<file path="src/hw/rtl/pee_pkg.sv">
package pee_pkg;

	localparam logic [7:0] CH_ZERO  = 8'h30;
	localparam logic [7:0] CH_NINE  = 8'h39;
	localparam logic [7:0] CH_PLUS  = 8'h2B;
	localparam logic [7:0] CH_MINUS = 8'h2D;
	localparam logic [7:0] CH_STAR  = 8'h2A;
	localparam logic [7:0] CH_SLASH = 8'h2F;
	localparam logic [7:0] CH_CARET = 8'h5E;
	localparam logic [7:0] CH_PCT   = 8'h25;
	localparam logic [7:0] CH_SPACE = 8'h20;

	localparam int unsigned ERR_W = 3;

	localparam logic [ERR_W-1:0] ERR_NONE      = 3'd0;
	localparam logic [ERR_W-1:0] ERR_OVERFLOW  = 3'd1;
	localparam logic [ERR_W-1:0] ERR_OPERATORS = 3'd2;
	localparam logic [ERR_W-1:0] ERR_DIV_ZERO  = 3'd3;
	localparam logic [ERR_W-1:0] ERR_MOD_ZERO  = 3'd4;
	localparam logic [ERR_W-1:0] ERR_BAD_CHAR  = 3'd5;
	localparam logic [ERR_W-1:0] ERR_LEFTOVER  = 3'd6;

	localparam int unsigned WORD_W = 32;

	typedef enum logic [2:0] {
		OP_ADD,
		OP_SUB,
		OP_MUL,
		OP_DIV,
		OP_MOD,
		OP_POW
	} op_t;

endpackage

</file>
<file path="src/hw/rtl/pee_char_if.sv">
interface pee_char_if;
	logic       valid;
	logic       ready;
	logic [7:0] char_code;
	logic       last_char;

	modport source (output valid, output char_code, output last_char, input ready);
	modport sink (input valid, input char_code, input last_char, output ready);
endinterface

</file>
<file path="src/hw/rtl/pee_result_if.sv">
interface pee_result_if;
	logic               valid;
	logic               ready;
	logic signed [31:0] value;
	logic [2:0]         error_code;

	modport source (output valid, output value, output error_code, input ready);
	modport sink (input valid, input value, input error_code, output ready);
endinterface

</file>
<file path="src/hw/rtl/postfix_expression_evaluator.sv">
// Channel   Direction  Payload                        Transaction
// chars     sink       char_code[7:0], last_char      one character of the expression
// results   source     value[31:0] signed, error_code one result per last character
//
// A digit, a space or an invalid character is taken in ST_IDLE; + - * pass through ST_RDL,
// ST_EXEC and ST_WB. Division and modulo run the 32-step restoring divider, then ST_DFIN.
// Power loops in ST_POW: the shared multiplier alternates between the
// accumulator and the square once per exponent bit. A last character ends in ST_DONE.
// Reset clears the stack count, the error latch and the state; the stack memory is not cleared.
// A finished result waits in an output register while later characters are taken.
module postfix_expression_evaluator
	import pee_pkg::*;
#(
	parameter int unsigned STACK_DEPTH = 15
) (
	input  logic       clk,
	input  logic       arst_n,
	pee_char_if.sink   chars,
	pee_result_if.source results
);

	localparam int unsigned CW = $clog2(STACK_DEPTH + 1);
	localparam int unsigned AW = (STACK_DEPTH > 1) ? $clog2(STACK_DEPTH) : 1;
	localparam int unsigned DIV_STEPS = 32;
	localparam int unsigned SW = $clog2(DIV_STEPS);

	typedef enum logic [7:0] {
		ST_IDLE = 8'b0000_0001,
		ST_RDL  = 8'b0000_0010,
		ST_EXEC = 8'b0000_0100,
		ST_DIV  = 8'b0000_1000,
		ST_DFIN = 8'b0001_0000,
		ST_POW  = 8'b0010_0000,
		ST_WB   = 8'b0100_0000,
		ST_DONE = 8'b1000_0000
	} state_t;

	function automatic logic [WORD_W-1:0] mag(input logic [WORD_W-1:0] v);
		return v[WORD_W-1] ? (-v) : v;
	endfunction

	state_t state_q;
	logic [CW-1:0] count_q;
	logic [ERR_W-1:0] err_q;
	logic out_valid_q;
	logic [SW-1:0] step_q;
	logic pow_odd_q;

	logic last_q;
	op_t op_q;
	logic [WORD_W-1:0] right_q, res_q, bottom_q;
	logic [WORD_W-1:0] quo_q, rem_q, dvs_q;
	logic qneg_q, aneg_q;
	logic [WORD_W-1:0] acc_q, sq_q, exp_q;
	logic [WORD_W-1:0] out_value_q;
	logic [ERR_W-1:0] out_err_q;

	logic [WORD_W-1:0] stack_mem [STACK_DEPTH];
	logic [WORD_W-1:0] rd_data_q;

	logic accept, out_free;
	logic is_digit, is_op, is_space, too_few, full;
	op_t dec_op;
	logic [7:0] digit;
	logic [CW-1:0] cnt_m1, cnt_m2;
	logic wr_en;
	logic [AW-1:0] wr_addr, rd_addr;
	logic [WORD_W-1:0] wr_data;
	logic [WORD_W-1:0] mul_a, mul_b, mul_p;
	logic [2*WORD_W-1:0] mul_full;
	logic [WORD_W:0] rem_shift, rem_diff;
	logic div_ge;
	logic [WORD_W-1:0] pow_special;
	state_t end_state;

	assign chars.ready = (state_q == ST_IDLE);
	assign accept = chars.valid && chars.ready;
	assign out_free = !out_valid_q || results.ready;
	assign results.valid = out_valid_q;
	assign results.value = out_value_q;
	assign results.error_code = out_err_q;

	assign digit = chars.char_code - CH_ZERO;
	assign is_digit = (chars.char_code >= CH_ZERO) && (chars.char_code <= CH_NINE);
	assign is_space = (chars.char_code == CH_SPACE);
	assign cnt_m1 = count_q - CW'(1);
	assign cnt_m2 = count_q - CW'(2);
	assign too_few = (count_q < CW'(2));
	assign full = (count_q >= CW'(STACK_DEPTH));
	assign end_state = last_q ? ST_DONE : ST_IDLE;

	always_comb begin
		is_op = 1'b1;
		dec_op = OP_ADD;
		unique case (chars.char_code)
			CH_PLUS: dec_op = OP_ADD;
			CH_MINUS: dec_op = OP_SUB;
			CH_STAR: dec_op = OP_MUL;
			CH_SLASH: dec_op = OP_DIV;
			CH_PCT: dec_op = OP_MOD;
			CH_CARET: dec_op = OP_POW;
			default: is_op = 1'b0;
		endcase
	end

	always_comb begin
		wr_en = 1'b0;
		wr_addr = count_q[AW-1:0];
		wr_data = {24'd0, digit};
		if (state_q == ST_WB) begin
			wr_en = 1'b1;
			wr_addr = cnt_m2[AW-1:0];
			wr_data = res_q;
		end else if (accept && (err_q == ERR_NONE) && is_digit && !full) begin
			wr_en = 1'b1;
		end
	end

	assign rd_addr = (state_q == ST_IDLE) ? cnt_m1[AW-1:0] : cnt_m2[AW-1:0];

	always_ff @(posedge clk) begin
		if (wr_en) begin
			stack_mem[wr_addr] <= wr_data;
		end
		rd_data_q <= stack_mem[rd_addr];
	end

	always_comb begin
		if (state_q == ST_EXEC) begin
			mul_a = rd_data_q;
			mul_b = right_q;
		end else if (!pow_odd_q) begin
			mul_a = acc_q;
			mul_b = sq_q;
		end else begin
			mul_a = sq_q;
			mul_b = sq_q;
		end
	end

	assign mul_full = mul_a * mul_b;
	assign mul_p = mul_full[WORD_W-1:0];

	assign rem_shift = {rem_q, quo_q[WORD_W-1]};
	assign rem_diff = rem_shift - {1'b0, dvs_q};
	assign div_ge = (rem_shift >= {1'b0, dvs_q});

	always_comb begin
		if (rd_data_q == WORD_W'(1)) begin
			pow_special = WORD_W'(1);
		end else if (rd_data_q == {WORD_W{1'b1}}) begin
			pow_special = right_q[0] ? {WORD_W{1'b1}} : WORD_W'(1);
		end else begin
			pow_special = '0;
		end
	end

	always_ff @(posedge clk or negedge arst_n) begin
		if (!arst_n) begin
			state_q <= ST_IDLE;
			count_q <= '0;
			err_q <= ERR_NONE;
			out_valid_q <= 1'b0;
			step_q <= '0;
			pow_odd_q <= 1'b0;
		end else begin
			if (results.ready && !(state_q == ST_DONE && out_free)) begin
				out_valid_q <= 1'b0;
			end
			unique case (state_q)
				ST_IDLE: begin
					if (accept) begin
						if (err_q == ERR_NONE && is_digit) begin
							if (full) begin
								err_q <= ERR_OVERFLOW;
							end else begin
								count_q <= count_q + CW'(1);
							end
						end else if (err_q == ERR_NONE && is_op && too_few) begin
							err_q <= ERR_OPERATORS;
						end else if (err_q == ERR_NONE && !is_op && !is_space) begin
							err_q <= ERR_BAD_CHAR;
						end
						if (err_q == ERR_NONE && is_op && !too_few) begin
							state_q <= ST_RDL;
						end else if (chars.last_char) begin
							state_q <= ST_DONE;
						end
					end
				end
				ST_RDL: state_q <= ST_EXEC;
				ST_EXEC: begin
					unique case (op_q)
						OP_DIV: begin
							if (right_q == '0) begin
								err_q <= ERR_DIV_ZERO;
								state_q <= end_state;
							end else begin
								step_q <= '0;
								state_q <= ST_DIV;
							end
						end
						OP_MOD: begin
							if (right_q == '0) begin
								err_q <= ERR_MOD_ZERO;
								state_q <= end_state;
							end else begin
								step_q <= '0;
								state_q <= ST_DIV;
							end
						end
						OP_POW: begin
							pow_odd_q <= 1'b0;
							state_q <= right_q[WORD_W-1] ? ST_WB : ST_POW;
						end
						default: state_q <= ST_WB;
					endcase
				end
				ST_DIV: begin
					step_q <= step_q + SW'(1);
					if (step_q == SW'(DIV_STEPS - 1)) begin
						state_q <= ST_DFIN;
					end
				end
				ST_DFIN: state_q <= ST_WB;
				ST_POW: begin
					pow_odd_q <= !pow_odd_q;
					if (pow_odd_q && (exp_q[WORD_W-1:1] == '0)) begin
						state_q <= ST_WB;
					end
				end
				ST_WB: begin
					count_q <= cnt_m1;
					state_q <= end_state;
				end
				ST_DONE: begin
					if (out_free) begin
						out_valid_q <= 1'b1;
						count_q <= '0;
						err_q <= ERR_NONE;
						state_q <= ST_IDLE;
					end
				end
				default: state_q <= ST_IDLE;
			endcase
		end
	end

	always_ff @(posedge clk) begin
		if (wr_en && (wr_addr == '0)) begin
			bottom_q <= wr_data;
		end
		unique case (state_q)
			ST_IDLE: begin
				if (accept) begin
					last_q <= chars.last_char;
					op_q <= dec_op;
				end
			end
			ST_RDL: right_q <= rd_data_q;
			ST_EXEC: begin
				unique case (op_q)
					OP_ADD: res_q <= rd_data_q + right_q;
					OP_SUB: res_q <= rd_data_q - right_q;
					OP_MUL: res_q <= mul_p;
					OP_DIV, OP_MOD: begin
						rem_q <= '0;
						quo_q <= mag(rd_data_q);
						dvs_q <= mag(right_q);
						qneg_q <= rd_data_q[WORD_W-1] ^ right_q[WORD_W-1];
						aneg_q <= rd_data_q[WORD_W-1];
					end
					OP_POW: begin
						res_q <= pow_special;
						acc_q <= WORD_W'(1);
						sq_q <= rd_data_q;
						exp_q <= right_q;
					end
					default: res_q <= '0;
				endcase
			end
			ST_DIV: begin
				rem_q <= div_ge ? rem_diff[WORD_W-1:0] : rem_shift[WORD_W-1:0];
				quo_q <= {quo_q[WORD_W-2:0], div_ge};
			end
			ST_DFIN: begin
				if (op_q == OP_DIV) begin
					res_q <= qneg_q ? (-quo_q) : quo_q;
				end else begin
					res_q <= aneg_q ? (-rem_q) : rem_q;
				end
			end
			ST_POW: begin
				if (!pow_odd_q) begin
					if (exp_q[0]) begin
						acc_q <= mul_p;
					end
				end else begin
					sq_q <= mul_p;
					exp_q <= exp_q >> 1;
					res_q <= acc_q;
				end
			end
			ST_DONE: begin
				if (out_free) begin
					if (err_q != ERR_NONE) begin
						out_err_q <= err_q;
						out_value_q <= '0;
					end else if (count_q != CW'(1)) begin
						out_err_q <= ERR_LEFTOVER;
						out_value_q <= '0;
					end else begin
						out_err_q <= ERR_NONE;
						out_value_q <= bottom_q;
					end
				end
			end
			default: begin
			end
		endcase
	end

	// The stack count never passes the stack depth.
	a_count_bound: assert property (@(posedge clk) disable iff (!arst_n)
		count_q <= CW'(STACK_DEPTH))
		else $error("stack count exceeds depth");

	// Emitting a result clears the count and the error latch for the next expression.
	a_done_clears: assert property (@(posedge clk) disable iff (!arst_n)
		(state_q == ST_DONE && out_free) |=> (count_q == '0 && err_q == ERR_NONE))
		else $error("expression state not cleared after result");

	// The divider never runs on a zero divisor.
	a_div_nonzero: assert property (@(posedge clk) disable iff (!arst_n)
		(state_q == ST_DIV) |-> (dvs_q != '0))
		else $error("divider running with zero divisor");

	// Once an error is latched, later characters leave the stack untouched.
	a_err_freeze: assert property (@(posedge clk) disable iff (!arst_n)
		(accept && err_q != ERR_NONE) |=> $stable(count_q))
		else $error("stack changed after latched error");

endmodule
</file>
<file path="src/flat_wrapper.sv">
// flat-port wrapper written by rule: the top's interface ports become plain ports
module postfix_expression_evaluator_flat import pee_pkg::*;
#(
	parameter int unsigned STACK_DEPTH = 15
)
  (clk, arst_n, chars_valid, chars_char_code, chars_last_char, chars_ready, results_valid, results_value, results_error_code, results_ready);
  pee_char_if chars_i ();
  pee_result_if results_i ();
  input  logic clk;
  input  logic arst_n;
  input wire logic [$bits(chars_i.valid)-1:0] chars_valid;
  input wire logic [$bits(chars_i.char_code)-1:0] chars_char_code;
  input wire logic [$bits(chars_i.last_char)-1:0] chars_last_char;
  output wire logic [$bits(chars_i.ready)-1:0] chars_ready;
  output wire logic [$bits(results_i.valid)-1:0] results_valid;
  output wire logic [$bits(results_i.value)-1:0] results_value;
  output wire logic [$bits(results_i.error_code)-1:0] results_error_code;
  input wire logic [$bits(results_i.ready)-1:0] results_ready;
  assign chars_i.valid = chars_valid;
  assign chars_i.char_code = chars_char_code;
  assign chars_i.last_char = chars_last_char;
  assign chars_ready = chars_i.ready;
  assign results_valid = results_i.valid;
  assign results_value = results_i.value;
  assign results_error_code = results_i.error_code;
  assign results_i.ready = results_ready;
  postfix_expression_evaluator #(.STACK_DEPTH(STACK_DEPTH)) u_core (.clk(clk), .arst_n(arst_n), .chars(chars_i), .results(results_i));
endmodule
</file>
<file path="config.mk">
export PLATFORM = sky130hd
export DESIGN_NAME = postfix_expression_evaluator_flat
export DESIGN_NICKNAME = d
export VERILOG_FILES = /design/src/hw/rtl/pee_pkg.sv /design/src/hw/rtl/pee_char_if.sv /design/src/hw/rtl/pee_result_if.sv /design/src/hw/rtl/postfix_expression_evaluator.sv /design/src/flat_wrapper.sv
export SDC_FILE = /design/constraint.sdc
export NUM_CORES = 2
export LEC_CHECK = 0
export BUFFER_PORTS_ARGS = -buffer_cell sky130_fd_sc_hd__clkbuf_2
export CAP_MARGIN = 10
export CORE_UTILIZATION = 64
export CTS_CLUSTER_DIAMETER = 40
export DETAILED_ROUTE_END_ITERATION = 8
export PLACE_DENSITY = 0.8
export SLEW_MARGIN = 20
export SYNTH_ARGS = -nofsm -noshare
export SYNTH_HDL_FRONTEND = slang
export SYNTH_SLANG_ARGS = --single-unit
</file>
<file path="constraint.sdc">
create_clock -name clk -period 26.9 [get_ports clk]
set_clock_uncertainty 0.1 [all_clocks]
set_input_delay 1.345 -clock clk [delete_from_list [all_inputs] [get_ports clk]]
set_output_delay 1.345 -clock clk [all_outputs]
set_load 0.03 [all_outputs]
</file>
==> results.md <==
- Outcome: completed
- Class of the most critical hold timing path: reg -> reg
- Number of cells in the finished layout apart from fillers: 6800
- CTS clk-pin slew, worst paths: 60 ps
- CP Data Arrival Time: 10790 ps
- Largest area contributor in the synthesized netlist: edfxtp_1
- Net count after synthesis: 6175
- I/O pin count: 50
- Area fraction of the dominant cell type after synthesis: 0.413
- Number of cells in the design after placement: 6589
- Worst voltage drop across the vdd grid: 0.169 mV
- Number of buffers on the longest clock path: 3
- Number of vias per cell after detailed routing: 6.51
- Slew at the pin closest to its max-slew limit: 1210 ps
- Worst hold slack: 434 ps
- Setup repair after global routing missed its margin: no
- Reg-to-Reg Start: u_core.state_q[4]
- Post CTS Setup Buffer Count: 0
- Number of antenna violations at the first check in global routing: 6
- Share of the cycle needed by the critical path after routing: 0.388
- Resized cells post-CTS: 0
- # setup viols final: 0
- Maximum net fanout on the critical path: 53
- Worst Hold Path Cells: 2
- Clock tree from TritonCTS: done
- R2R setup slack: 16460 ps
- Number of nets with antenna violations after routing: 0
- Leading cell types by total area after synthesis: edfxtp_1, fa_1, nand2_1
- Initial cell density of the core: 0.649
- Post-synthesis instance area: 56500 µm²
- Full die area: 89400 µm²
- Slew headroom: 0.181
- PortBufs: 49
- Highest attainable clock frequency: 95.8 MHz
- Chip Height: 299 µm
- Root Buffer: clkbuf_16
- Data required time at the worst endpoint: 27250 ps
- Maximum number of pins on one net before global-route repair: 187
- Worst Reg-to-Reg Cells: 27
- Max reg flops: 480
- Area Overhead vs Synth: 9.80%
- Number of H-tree levels: 3
- Hold-critical path endpoint: u_core.state_q[0]
- Count of TritonRoute iterations in the first routing pass: 6
- Seq cells post-synth: 831
- Type of destination of the critical path: flip-flop
- Number of buffers inserted during clock tree synthesis: 108
- Cell Pwr Density: 77.4 nW/µm²
- Total clock sinks: 831
- Routed len/inst: 28.1 µm
- Cells after synthesis: 5549
- Leakage: 0.0255 µW
- Post-route DRC: 0
- Setup_tns: 0 ps
- Final hold violation count: 0
- Proportion of synthesized chip area in sequential cells: 0.434
- Die span in x: 299 µm
- MaxCap Viol Count: 0
- Clock latency reported for the late side of the worst-skew pair: 750 ps
- Number of warnings reported in the yosys synthesis log: 0
- Global-route wire length before repair: 278000 µm
- Most used DFF post-synth: edfxtp_1
- Max-slew violation count: 0
- Number of violations reported at the end of detailed-routing iteration 0: 5822
- Detail Placement HPWL: 133000 µm
- Post-synth EDFFs: 777
- Average cell area after synthesis: 10.2 µm²
- Vias after detailed routing: 44300
- FP Rows: 108
- Share of final-layout standard cells stronger than drive strength 1: 0.0883
- Layout net count: 6170
- Dominant cell by count in the synthesized netlist: nand2_1
- Global placement routability congestion: 1.05
- Cell types with the highest counts after synthesis: nand2_1, edfxtp_1, nor2_1
- Critical path class: reg -> reg
- Reg2Reg Capture Point: u_core.res_q[24]
- CP startpoint kind: flip-flop
- Filler Cell Count: 6336
- Number of buffers inserted by hold repair at cts: 0
- Library cells used by synthesis: 83
- Total core area: 87000 µm²
- Top reg by flops: u_core.stack_mem
- Async set-reset flop share out of synthesis: 0.0265
- Total Routing Usage GR: 0.429
- Number of global-route vias before repair: 43300
- Wire length after detailed routing: 191000 µm
- Fin crit period: 10440 ps
- Worst Min Path Start: u_core.last_q
- Remaining global-route overflow: 0
[layer usage]
| layer | wire length (µm) | vias up | GRT usage | share of wire |
|---|---|---|---|---|
| met4 | 13500 | 4 | 0.264 | 0.070 |
| met5 | 21 | - | 0 | 0.00011 |
| met1 | 68000 | 21600 | 0.548 | 0.36 |
| met3 | 23000 | 744 | 0.111 | 0.12 |
| met2 | 86600 | 3034 | 0.660 | 0.45 |
| li1 | - | 18900 | - | - |
[worst max-delay path, stage by stage (launching register included)]
cell	delay (ps)
dfrtp_1	440
nor4_2	680
and2_2	270
buf_4	520
nor2_1	130
nor2_1	790
nand2_1	190
fa_1	600
fa_1	440
fa_1	500
fa_1	550
inv_1	60
fa_1	490
inv_1	50
fa_1	560
fa_1	460
fa_1	510
inv_1	70
ha_1	330
a21oi_1	200
nand2_1	70
nor4b_1	710
o21ai_0	260
o41ai_1	640
xnor2_1	210
o22ai_1	100
nor2_1	100
o21ai_0	100
[placed cells by master, fill, tap and decap left out, drive strengths merged, types with 84 or more instances in the layout]
cell type  instances
edfxtp           777
fa               410
a21oi            174
nor2             488
inv              474
ha               203
nand2           1116
a311oi            85
o21ai            189
clkbuf           182
buf              135
xnor2            182
and2             100
nand3            189
a21o              84
xor2             133
[cell type report]
type                    count  area [µm²]  area share
multi-input cells        3962       29400       0.474
flip-flops and latches    831       24500       0.396
clock buffers             133        2830      0.0456
inverters                 457        1720      0.0277
well taps                1155        1450      0.0233
repair buffers            184        1270      0.0205
clock inverters            72         801      0.0129
diodes                      6        15.0    0.000242
[stage by stage]
step                cell area [µm²]   util  power, µW  setup slack, ps
CTS                           62000  0.712       4740            16640
global route                  62000  0.712       4960            16000
global placement              58300  0.670       3290            16830
floorplan                     56500      -       2720            17720
detailed placement            58300  0.670       3310            16680
finish                        62000  0.712       4800            16460
[power by group]
part           internal (µW)  switching (µW)
logic                    518            1330
clock network            817             610
registers               1480            42.2
total                   2820            1980
[cell families after synthesis]
| family | count (synthesis) | synth area share |
|---|---|---|
| AND/OR/NAND/NOR | 2159 | 0.166 |
| flip-flops | 831 | 0.434 |
| AO/OA/AOI/OAI | 767 | 0.0888 |
| buffers and inverters | 756 | 0.0508 |
| adder cells (fa/ha/maj) | 613 | 0.190 |
| XOR/XNOR | 317 | 0.0497 |
| multiplexers | 106 | 0.0197 |
[worst max-delay path by stage]
stage,end,start,depth (start not counted),slack [ps]
6_report,u_core.res_q[24],u_core.state_q[4],27,16460
3_3_place_gp,u_core.sq_q[30],u_core.state_q[5],27,16830
2_1_floorplan,u_core.sq_q[30],u_core.state_q[4],32,17720
4_1_cts,u_core.res_q[24],u_core.state_q[5],27,16640
3_5_place_dp,u_core.sq_q[30],u_core.state_q[5],27,16680
5_1_grt,u_core.res_q[24],u_core.state_q[4],27,16000
(Power assumes the default switching activity.)
